## config.mk

```make
export PLATFORM = sky130hd
export DESIGN_NAME = neighbor_liveness_table_top
export DESIGN_NICKNAME = d
export VERILOG_FILES = /design/src/rtl/core/nlt_pkg.sv /design/src/rtl/core/neighbor_liveness_table_top.sv /design/src/rtl/core/nlt_ctrl.sv /design/src/rtl/core/nlt_datapath.sv
export VERILOG_INCLUDE_DIRS = /design/src /design/src/rtl/core
export SDC_FILE = /design/constraint.sdc
export NUM_CORES = 1
export LEC_CHECK = 0
export ABC_CLOCK_PERIOD_IN_PS = 11600
export BUFFER_PORTS_ARGS = -buffer_cell sky130_fd_sc_hd__buf_2
export CAP_MARGIN = 5
export CORE_MARGIN = 3
export CORE_UTILIZATION = 53
export CTS_CLUSTER_DIAMETER = 120
export DETAILED_ROUTE_END_ITERATION = 10
export PLACE_DENSITY = 0.71
export SKIP_LAST_GASP = 1
export SYNTH_ARGS = -nofsm -noshare
export SYNTH_HDL_FRONTEND = slang
export SYNTH_HIERARCHICAL = 1
export SYNTH_SLANG_ARGS = --single-unit
```

## constraint.sdc

```tcl
create_clock -name clk -period 11.6 [get_ports clk]
set_clock_uncertainty 0.15 [all_clocks]
set_input_delay 2.32 -clock clk [delete_from_list [all_inputs] [get_ports clk]]
set_output_delay 2.32 -clock clk [all_outputs]
set_load 0.01 [all_outputs]
```

## src/rtl/core/neighbor_liveness_table_top_assert.svh

```systemverilog
// ---------------------------------------------------------------------------
// neighbor_liveness_table_top_assert.svh
// Assertion macros for the neighbor liveness table.
// ---------------------------------------------------------------------------
`ifndef NEIGHBOR_LIVENESS_TABLE_TOP_ASSERT_SVH
`define NEIGHBOR_LIVENESS_TABLE_TOP_ASSERT_SVH

// same-cycle implication, checked outside reset
`define NLT_ASSERT_SAME(label, ante, cons) \
  label: assert property (@(posedge clk) disable iff (rst) (ante) |-> (cons)) \
    else $error("nlt check failed: same-cycle rule");

// next-cycle implication, checked outside reset
`define NLT_ASSERT_NEXT(label, ante, cons) \
  label: assert property (@(posedge clk) disable iff (rst) (ante) |=> (cons)) \
    else $error("nlt check failed: next-cycle rule");

`endif

```

## src/rtl/core/nlt_pkg.sv

```systemverilog
// ---------------------------------------------------------------------------
// nlt_pkg
// Shared types and constants of the neighbor liveness table.
// ---------------------------------------------------------------------------
`timescale 1ns / 1ps

package nlt_pkg;

  localparam int DEPTH  = 16;
  localparam int IDX_W  = 4;
  localparam int CNT_W  = 5;
  localparam int MAC_W  = 48;
  localparam int TIME_W = 32;
  localparam int MISS_W = 4;
  localparam int INTV_W = 8;

  localparam logic [MISS_W-1:0] MISS_MAX        = 4'd15;
  localparam logic [INTV_W-1:0] INTERVAL_RESET  = 8'd5;
  localparam logic [MISS_W-1:0] MISS_LIMIT_RESET = 4'd3;

  localparam logic CFG_KEEPALIVE_SECS = 1'b0;
  localparam logic CFG_MISS_LIMIT     = 1'b1;

  localparam logic FUNC_HELLO = 1'b0;
  localparam logic FUNC_TICK  = 1'b1;

  typedef enum logic [1:0] {
    ST_KNOWN = 2'd0,
    ST_ADDED = 2'd1,
    ST_FULL  = 2'd2,
    ST_TICK  = 2'd3
  } status_t;

  typedef struct packed {
    logic load;
    logic step;
    logic emit;
  } cmd_t;

  typedef struct packed {
    logic scan_done;
    logic out_busy;
  } sts_t;

endpackage

```

## src/rtl/core/neighbor_liveness_table_top.sv

```systemverilog
// ---------------------------------------------------------------------------
// neighbor_liveness_table_top
// Hello/keepalive neighbor table: MAC lookup and add on hello, aging scan
// on each one-second tick.
//
//   channel  signals                              transfer when
//   in       in_valid in_ready func mac           in_valid && in_ready
//   out      out_valid out_ready status index     out_valid && out_ready
//            reconnected dropped_mask neighbor_count
//   cfg      cfg_we cfg_index cfg_data            cfg_we
//
// The scan walks up to the hit slot for a known hello and all used entries
// otherwise; an empty table still passes through the scan state. out_valid
// rises once the result state hands the result on; no new input is taken
// until the result has gone to the output register. One entry per cycle
// through the compare/age unit. Reset clears the seconds counter, the entry
// count, out_valid and the hit flag and loads the timer registers with their
// defaults; no clearing pass. An untaken result holds the next item in S_RESULT.
// ---------------------------------------------------------------------------
`timescale 1ns / 1ps

module neighbor_liveness_table_top (
  input  logic                        clk,
  input  logic                        rst,
  input  logic                        in_valid,
  output logic                        in_ready,
  input  logic                        func,
  input  logic [nlt_pkg::MAC_W-1:0]   mac,
  output logic                        out_valid,
  input  logic                        out_ready,
  output logic [1:0]                  status,
  output logic [nlt_pkg::IDX_W-1:0]   index,
  output logic                        reconnected,
  output logic [nlt_pkg::DEPTH-1:0]   dropped_mask,
  output logic [nlt_pkg::CNT_W-1:0]   neighbor_count,
  input  logic                        cfg_we,
  input  logic                        cfg_index,
  input  logic [nlt_pkg::INTV_W-1:0]  cfg_data
);
  import nlt_pkg::*;

  `include "neighbor_liveness_table_top_assert.svh"

  cmd_t cmd;
  sts_t sts;

  nlt_ctrl u_ctrl (
    .clk      (clk),
    .rst      (rst),
    .in_valid (in_valid),
    .in_ready (in_ready),
    .sts      (sts),
    .cmd      (cmd)
  );

  nlt_datapath u_datapath (
    .clk            (clk),
    .rst            (rst),
    .cmd            (cmd),
    .sts            (sts),
    .func           (func),
    .mac            (mac),
    .cfg_we         (cfg_we),
    .cfg_index      (cfg_index),
    .cfg_data       (cfg_data),
    .out_valid      (out_valid),
    .out_ready      (out_ready),
    .status         (status),
    .index          (index),
    .reconnected    (reconnected),
    .dropped_mask   (dropped_mask),
    .neighbor_count (neighbor_count)
  );

  `NLT_ASSERT_NEXT(a_busy_after_accept, in_valid && in_ready, !in_ready)
  `NLT_ASSERT_SAME(a_count_bound, out_valid, neighbor_count <= CNT_W'(DEPTH))
  `NLT_ASSERT_SAME(a_full_means_full, out_valid && (status == ST_FULL),
                   (neighbor_count == CNT_W'(DEPTH)) && (index == '0))
  `NLT_ASSERT_SAME(a_hello_no_drop, out_valid && (status != ST_TICK),
                   dropped_mask == '0)

endmodule

```

## src/rtl/core/nlt_ctrl.sv

```systemverilog
// ---------------------------------------------------------------------------
// nlt_ctrl
// Controller: accept an item, walk the table, hand the result to the
// output register.
// ---------------------------------------------------------------------------
`timescale 1ns / 1ps

module nlt_ctrl (
  input  logic          clk,
  input  logic          rst,
  input  logic          in_valid,
  output logic          in_ready,
  input  nlt_pkg::sts_t sts,
  output nlt_pkg::cmd_t cmd
);
  import nlt_pkg::*;

  typedef enum logic [2:0] {
    S_IDLE   = 3'b001,
    S_SCAN   = 3'b010,
    S_RESULT = 3'b100
  } state_t;

  state_t state;
  state_t state_next;

  always_ff @(posedge clk) begin
    if (rst) begin
      state <= S_IDLE;
    end else begin
      state <= state_next;
    end
  end

  always_comb begin
    state_next = state;
    cmd        = '0;
    in_ready   = 1'b0;
    case (state)
      S_IDLE: begin
        in_ready = 1'b1;
        if (in_valid) begin
          cmd.load   = 1'b1;
          state_next = S_SCAN;
        end
      end
      S_SCAN: begin
        cmd.step = 1'b1;
        if (sts.scan_done) begin
          state_next = S_RESULT;
        end
      end
      S_RESULT: begin
        if (!sts.out_busy) begin
          cmd.emit   = 1'b1;
          state_next = S_IDLE;
        end
      end
      default: begin
        state_next = S_IDLE;
      end
    endcase
  end

endmodule

```

## src/rtl/core/nlt_datapath.sv

```systemverilog
// ---------------------------------------------------------------------------
// nlt_datapath
// Neighbor table storage, seconds counter, per-entry scan logic,
// configuration registers and the output register.
// ---------------------------------------------------------------------------
`timescale 1ns / 1ps

module nlt_datapath (
  input  logic                        clk,
  input  logic                        rst,
  input  nlt_pkg::cmd_t               cmd,
  output nlt_pkg::sts_t               sts,
  input  logic                        func,
  input  logic [nlt_pkg::MAC_W-1:0]   mac,
  input  logic                        cfg_we,
  input  logic                        cfg_index,
  input  logic [nlt_pkg::INTV_W-1:0]  cfg_data,
  output logic                        out_valid,
  input  logic                        out_ready,
  output logic [1:0]                  status,
  output logic [nlt_pkg::IDX_W-1:0]   index,
  output logic                        reconnected,
  output logic [nlt_pkg::DEPTH-1:0]   dropped_mask,
  output logic [nlt_pkg::CNT_W-1:0]   neighbor_count
);
  import nlt_pkg::*;

  logic [MAC_W-1:0]  entry_mac       [DEPTH];
  logic [TIME_W-1:0] entry_last_seen [DEPTH];
  logic [MISS_W-1:0] entry_misses    [DEPTH];
  logic              entry_up        [DEPTH];

  logic [TIME_W-1:0] seconds_now;
  logic [CNT_W-1:0]  used;
  logic [INTV_W-1:0] keepalive_secs;
  logic [MISS_W-1:0] miss_limit;

  logic              func_q;
  logic [MAC_W-1:0]  mac_q;
  logic [IDX_W-1:0]  idx;
  logic              hit;
  logic [IDX_W-1:0]  hit_idx;
  logic              recon;
  logic [DEPTH-1:0]  dropped;

  logic              empty;
  logic              last;
  logic              match;
  logic [TIME_W-1:0] age;
  logic              late;
  logic [MISS_W-1:0] miss_inc;
  logic              drop;
  logic              room;
  logic              do_step;
  logic              do_add;

  assign empty    = (used == '0);
  assign last     = ({1'b0, idx} == used - CNT_W'(1));
  assign match    = (entry_mac[idx] == mac_q);
  assign age      = seconds_now - entry_last_seen[idx];
  assign late     = entry_up[idx] && (age > TIME_W'(keepalive_secs));
  assign miss_inc = (entry_misses[idx] < MISS_MAX) ? entry_misses[idx] + MISS_W'(1)
                                                  : entry_misses[idx];
  assign drop     = late && (miss_inc >= miss_limit);
  assign room     = (used < CNT_W'(DEPTH));
  assign do_step  = cmd.step && !empty;
  assign do_add   = cmd.emit && (func_q == FUNC_HELLO) && !hit && room;

  assign sts.scan_done = empty || last || ((func_q == FUNC_HELLO) && match);
  assign sts.out_busy  = out_valid && !out_ready;

  // control state and configuration
  always_ff @(posedge clk) begin
    if (rst) begin
      seconds_now    <= '0;
      used           <= '0;
      out_valid      <= 1'b0;
      hit            <= 1'b0;
      keepalive_secs <= INTERVAL_RESET;
      miss_limit     <= MISS_LIMIT_RESET;
    end else begin
      if (cfg_we) begin
        case (cfg_index)
          CFG_KEEPALIVE_SECS: keepalive_secs <= cfg_data;
          CFG_MISS_LIMIT:     miss_limit     <= cfg_data[MISS_W-1:0];
          default:            ;
        endcase
      end
      if (cmd.emit) begin
        out_valid <= 1'b1;
      end else if (out_valid && out_ready) begin
        out_valid <= 1'b0;
      end
      if (cmd.load) begin
        hit <= 1'b0;
        if (func == FUNC_TICK) begin
          seconds_now <= seconds_now + TIME_W'(1);
        end
      end
      if (do_step && (func_q == FUNC_HELLO) && match) begin
        hit <= 1'b1;
      end
      if (do_add) begin
        used <= used + CNT_W'(1);
      end
    end
  end

  // table entries, item payload and output fields
  always_ff @(posedge clk) begin
    if (cmd.load) begin
      func_q  <= func;
      mac_q   <= mac;
      idx     <= '0;
      recon   <= 1'b0;
      dropped <= '0;
    end
    if (do_step) begin
      idx <= idx + IDX_W'(1);
      if (func_q == FUNC_TICK) begin
        if (late) begin
          entry_misses[idx] <= miss_inc;
          if (drop) begin
            entry_up[idx] <= 1'b0;
            dropped[idx]  <= 1'b1;
          end
        end
      end else if (match) begin
        entry_last_seen[idx] <= seconds_now;
        entry_misses[idx]    <= '0;
        entry_up[idx]        <= 1'b1;
        hit_idx              <= idx;
        recon                <= !entry_up[idx];
      end
    end
    if (do_add) begin
      entry_mac[used[IDX_W-1:0]]       <= mac_q;
      entry_last_seen[used[IDX_W-1:0]] <= seconds_now;
      entry_misses[used[IDX_W-1:0]]    <= '0;
      entry_up[used[IDX_W-1:0]]        <= 1'b1;
    end
    if (cmd.emit) begin
      if (func_q == FUNC_TICK) begin
        status         <= ST_TICK;
        index          <= '0;
        reconnected    <= 1'b0;
        dropped_mask   <= dropped;
        neighbor_count <= used;
      end else if (hit) begin
        status         <= ST_KNOWN;
        index          <= hit_idx;
        reconnected    <= recon;
        dropped_mask   <= '0;
        neighbor_count <= used;
      end else if (room) begin
        status         <= ST_ADDED;
        index          <= used[IDX_W-1:0];
        reconnected    <= 1'b0;
        dropped_mask   <= '0;
        neighbor_count <= used + CNT_W'(1);
      end else begin
        status         <= ST_FULL;
        index          <= '0;
        reconnected    <= 1'b0;
        dropped_mask   <= '0;
        neighbor_count <= used;
      end
    end
  end

endmodule

```

Word level (Yosys, flattened, before mapping)
Memories as Yosys holds them, arrays and structs flattened. A register that Yosys moved wholly into a read port is not among the register bits.
Cells that the tools add are included.
{ "classes": {"addsub": 6, "magnitude_cmp": 6, "n_eq_ne": 8, "mux": 65, "bitwise": 6, "n_reduce_logical": 31} }
{ "op_table": {"columns": ["op", "count"], "rows": [
  ["two-way mux 16 bit", 5],
  ["two-way mux 4 bit", 14],
  ["== test 48 bit", 1],
  ["two-way mux 1 bit", 35],
  ["adder 32 x 1 -> 32 bit, second input constant", 1],
  ["> comparator 32 x 8 -> 1 bit", 1],
  ["two-way mux 32 bit", 1],
  ["OR reduction 32 bit", 1],
  ["subtractor 32 bit", 1],
  ["bitwise OR 16 bit", 1],
  ["two-way mux 5 bit", 3],
  ["logical AND 1 bit", 12],
  ["two-way mux 3 bit", 3],
  ["case mux 3 bit (3 select lines)", 1],
  ["adder 4 x 1 -> 4 bit, second input constant", 2],
  ["!= test 2 bit, second input constant", 3],
  ["AND reduction 2 bit", 3],
  ["AND reduction 3 bit", 2],
  ["nonzero test 2 bit", 3],
  ["adder 5 x 1 -> 5 bit, second input constant", 1],
  ["== test 4 x 5 -> 1 bit", 1],
  ["zero test 5 bit", 1],
  ["less-than comparator 4 x 5 -> 1 bit, second input constant", 1],
  ["less-than comparator 5 bit, second input constant", 1],
  ["16 further kinds", 24]
]} }
{ "word_totals": {"regBits": 156, "ramBits": 1360, "input_bits": 63, "output_inout_bits": 30, "word_cells": 144, "n_memories": 4} }
{ "mem_list": {"columns": ["name", "words", "width", "rd", "rd_ports_with_merged_regs", "wr", "line", "text"], "rows": [
  ["u_datapath.entry_mac", 16, 48, 1, 1, 1, "nlt_datapath.sv:28", "logic [MAC_W-1:0] entry_mac [DEPTH];"],
  ["u_datapath.entry_last_seen", 16, 32, 1, 1, 1, "nlt_datapath.sv:29", "logic [TIME_W-1:0] entry_last_seen [DEPTH];"],
  ["u_datapath.entry_misses", 16, 4, 1, 1, 1, "nlt_datapath.sv:30", "logic [MISS_W-1:0] entry_misses [DEPTH];"],
  ["u_datapath.entry_up", 16, 1, 1, 1, 1, "nlt_datapath.sv:31", "logic entry_up [DEPTH];"]
]} }

Depth between registers and ports, before layout
{ "depth": {"depth_word": 11, "mapped_depth": 30, "depth_no_buf": 19} }

Modules after synthesis
Netlist, hierarchy kept.
{ "modules_own_cells": {"columns": ["mod", "instances", "cells_each", "area_per_inst_um2", "seq_area_each_um2"], "rows": [
  ["nlt_datapath", 1, 3451, 62159.6, 44032.2],
  ["nlt_ctrl", 1, 16, 176.4, 60.1]
]} }

Least setup slack after synthesis
OpenSTA, ideal clock, no wires.
{ "synth_path": {"kind": "input port to flip-flop", "from": "input port out_ready", "to": "memory u_datapath.entry_mac[15][0] (enable)", "setup_ns": 0.460, "arrival_time_ns": 8.577, "required_ns": 10.990, "slack_ns": 2.413, "path_stages": 6, "path_buffers": 1, "path_cell_list": "nor2b_1 > nor4b_1 > and2_1 > clkbuf_1 > nand2_1 > nor2_1"} }
{ "synth_rtl": {"columns": ["element", "line", "text"], "rows": [
  ["start: declaration", "neighbor_liveness_table_top.sv:30", "input logic out_ready,"],
  ["end: declaration", "nlt_datapath.sv:28", null]
]} }

==> impl_metrics.py <==
metrics = {
    "floorplan": {
        "std_cell_rows": 125,
        "design.die.area_um2": 122000,
        "initial_core_util": 0.535,
        "core_area_um2": 117000,
        "die_h_um": 349,
        "ios": 93,
        "dieWidth_um": 349,
    },
    "power_and_ir_drop": {
        "peakVddDrop_mv": 0.158,
        "power.total_mw": 11.6,
        "p_leak_nw": 23.1,
        "power_density_nw_per_um2": 166,
    },
    "global_routing": {
        "antenna_found_initial": 1,
        "grt_first_pass_wirelength_mm": 215,
        "grt_usage": 0.237,
        "grt_max_degree": 116,
        "overflow": 0,
        "grt_pass1_vias": 33200,
    },
    "sta": {
        "max_freq_mhz": 123,
        "min_period_over_period": 0.702,
        "fin_crit_ps": 8150,
        "grt_setup_unrepaired": "false",
        "final-max-slew-violation-count": 0,
        "setup_viol": 0,
        "slew_headroom": 0.0959,
        "hold_ws_ps": 305,
        "hold_viol": 0,
        "setup_slack_ps": 3450,
        "worst_pin_slew_ps": 1360,
        "fin_tns_setup_ps": 0,
    },
    "synthesis": {
        "synth_warnings": 6,
        "ys_types": 83,
        "syn-num-nets": 3588,
        "yosys.area.top_type": "edfxtp_1",
        "synthesis.area_um2": 62300,
        "ys_seq_area_frac": 0.707,
        "postSynth.asyncResetShare": 0,
        "synth_edf_count": 1365,
        "synth_ff_type": "edfxtp_1",
        "ys_ff_latch": 1520,
        "yosys-top-cells-area": "edfxtp_1 (66%), mux4_2 (13%), dfxtp_1 (5.0%)",
        "syn_avg_cell_area_um2": 18.0,
        "synth_top_area_share": 0.658,
        "netlist_instances": 3467,
    },
    "clock_network": {
        "cts.sinks": 1520,
        "tritoncts": "done",
        "clk_pin_slew_ps": 60,
        "hold_buffers": 0,
        "cts_root_buffer": "clkbuf_16",
        "cts_made_buffers": 154,
        "clock_latency_ps": 770,
        "htreeDepth": 4,
        "postCtsSetupBuffers": 0,
        "ctsResizeCount": 0,
        "clockBufferDepth": 3,
    },
    "critical_path": {
        "crit_arrival_ps": 8660,
        "endpoint_kind": "register",
        "cpPeakStageDelay_ps": 880,
        "cp.required_ps": 12120,
        "startpoint_type": "register",
        "path_class": "reg -> reg",
        "path_buf_inv": 4,
        "cp_max_fo": 97,
        "crit_path_top_delay_cell": "nand2_1",
        "r2r_setup_slack_ps": 3450,
        "crit_chain": "buf_12, buf_12, mux4_2, mux4_2, inv_1, ha_1, nand2_1, nor3_1, o21ai_0, a211oi_1, o21ai_0, xor2_1, or3b_2, a2111o_1, o31ai_4, buf_4, nand2_1, o211ai_1",
        "cp_top_family": "compound AO/OA/AOI/OAI gates",
    },
    "final_layout": {
        "num_antenna_cells": 0,
        "fin_area_um2": 69500,
        "utilization": 0.596,
        "stdcell_count": 5243,
        "drive_gt1_frac": 0.218,
        "finalNetCount": 3714,
        "area_delta_synth_final_pct": 11.5,
    },
    "min_path": {
        "hold_path_class": "reg -> reg",
        "hp-start": "u_datapath/dropped[0]",
    },
    "placement": {
        "pre_cts_slack_ps": 3530,
        "place_area_um2": 64500,
        "port_buffers": 92,
        "dp_hpwl_mm": 76.2,
        "place_congestion": 0.909,
        "placedCellCount": 4961,
    },
    "route": {
        "drc": 0,
        "vias_per_cell": 6.31,
        "wl_per_cell_um": 27.1,
        "postRouteAntennaNets": 0,
        "vias": 33100,
        "first_pass_iters": 5,
        "wl_mm": 142,
        "drtIter0Drc": 3613,
    },
    "job": {
        "maxCapViolations": 0,
    },
    "run_status": {
        "status": "finished, final reports clean",
    },
}
[cells by family (layout without fill, tap and decap cells)]
group                    count (synthesis)  in the layout  share of synthesized area
flip-flops                            1520           1520                      0.707
AND/OR/NAND/NOR                        608            608                     0.0499
multiplexers                           492            492                      0.151
AO/OA/AOI/OAI                          397            397                     0.0426
buffers and inverters                  281            533                     0.0221
XOR/XNOR                               111            111                     0.0157
adder cells (fa/ha/maj)                 58             58                     0.0118
[worst min-delay path, cell delays in order (launching register included)]
cell and delay (ps):
dfxtp_1 300, inv_1 40, o22ai_1 60
[routing by layer]
metal	vias up	share of wire	track usage
met5	-	0	0
met4	0	0.026	0.0683
met3	240	0.075	0.0371
met2	1356	0.47	0.371
met1	17300	0.42	0.349
li1	14200	-	-
[layout make-up]
class                   count  area (um2)
multi-input cells        1666       17100
well taps                1524        1910
repair buffers            153        1010
clock buffers             198        4080
inverters                  98         385
clock inverters            84         931
flip-flops and latches   1520       44100
fillers                  8330       47000
[synth_stat cells (all sizes together) (5+ instances only)]
| cell type | count |
|---|---|
| a211o | 7 |
| a211oi | 19 |
| a21o | 30 |
| a21oi | 89 |
| a221oi | 6 |
| a22oi | 11 |
| a31oi | 21 |
| and2 | 21 |
| and3 | 16 |
| and4 | 6 |
| buf | 113 |
| clkbuf | 70 |
| dfxtp | 155 |
| edfxtp | 1365 |
| ha | 57 |
| inv | 97 |
| mux2 | 21 |
| mux2i | 117 |
| mux4 | 354 |
| nand2 | 159 |
| nand2b | 21 |
| nand3 | 93 |
| nand3b | 11 |
| nand4 | 35 |
| nor2 | 95 |
| nor2b | 25 |
| nor3 | 41 |
| nor3b | 6 |
| nor4 | 11 |
| nor4b | 6 |
| o211ai | 34 |
| o21a | 7 |
| o21ai | 85 |
| o22a | 16 |
| o22ai | 27 |
| o31ai | 5 |
| or2 | 6 |
| or3 | 48 |
| xnor2 | 32 |
| xor2 | 79 |
[worst paths after layout]
path                                                        to  depth (start not counted)
worst max-delay path            u_datapath/entry_misses[13][3]                         18
worst min-delay path                     u_datapath/dropped[0]                          2
worst max register to register  u_datapath/entry_misses[13][3]                         18
worst min register to register           u_datapath/dropped[0]                          2
[state kept, by name (all words and copies together) (netlist names), 2 cells and up, named ones only]
signal,cells
u_datapath/seconds_now,32
u_datapath/entry_misses,64
u_datapath/dropped_mask,16
u_datapath/used,5
u_datapath/entry_last_seen,512
u_datapath/dropped,16
u_ctrl/state,3
u_datapath/miss_limit,4
u_datapath/hit_idx,4
u_datapath/entry_up,16
u_datapath/index,4
u_datapath/mac_q,48
u_datapath/neighbor_count,5
u_datapath/status,2
u_datapath/keepalive_secs,8
u_datapath/idx,4
u_datapath/entry_mac,768
[report_power, final]
part	total (mW)	leakage, nW	internal (mW)	switching, mW
combinational	0.692	6.94	0.309	0.384
clock	4.83	2.41	2.73	2.10
sequential	6.04	13.8	5.96	0.0743
[cell usage in the layout, fill, tap and decap left out, types with 16 or more instances in the layout]
master,netlist,final
ha_1,57,57
clkinv_1,1,27
nor3_1,41,41
mux4_2,354,354
nor2b_1,25,25
a21o_1,30,30
o21ai_0,47,36
a21oi_1,89,89
buf_4,22,54
o211ai_1,28,28
nand4_1,35,35
nand2b_1,21,21
a211oi_1,18,18
xor2_1,79,79
mux2i_1,116,116
o22a_1,16,16
xnor2_1,31,31
and3_1,16,16
edfxtp_1,1365,1365
o21ai_1,36,32
o22ai_1,27,26
clkbuf_1,70,39
a31oi_1,21,21
and2_1,21,21
mux2_2,21,21
nand2_1,159,159
clkinv_2,0,38
inv_1,97,82
or3_1,48,48
dfxtp_1,155,151
clkbuf_16,0,155
nand3_1,90,90
nor2_1,95,94
buf_2,43,92
(Power assumes the default switching activity.)
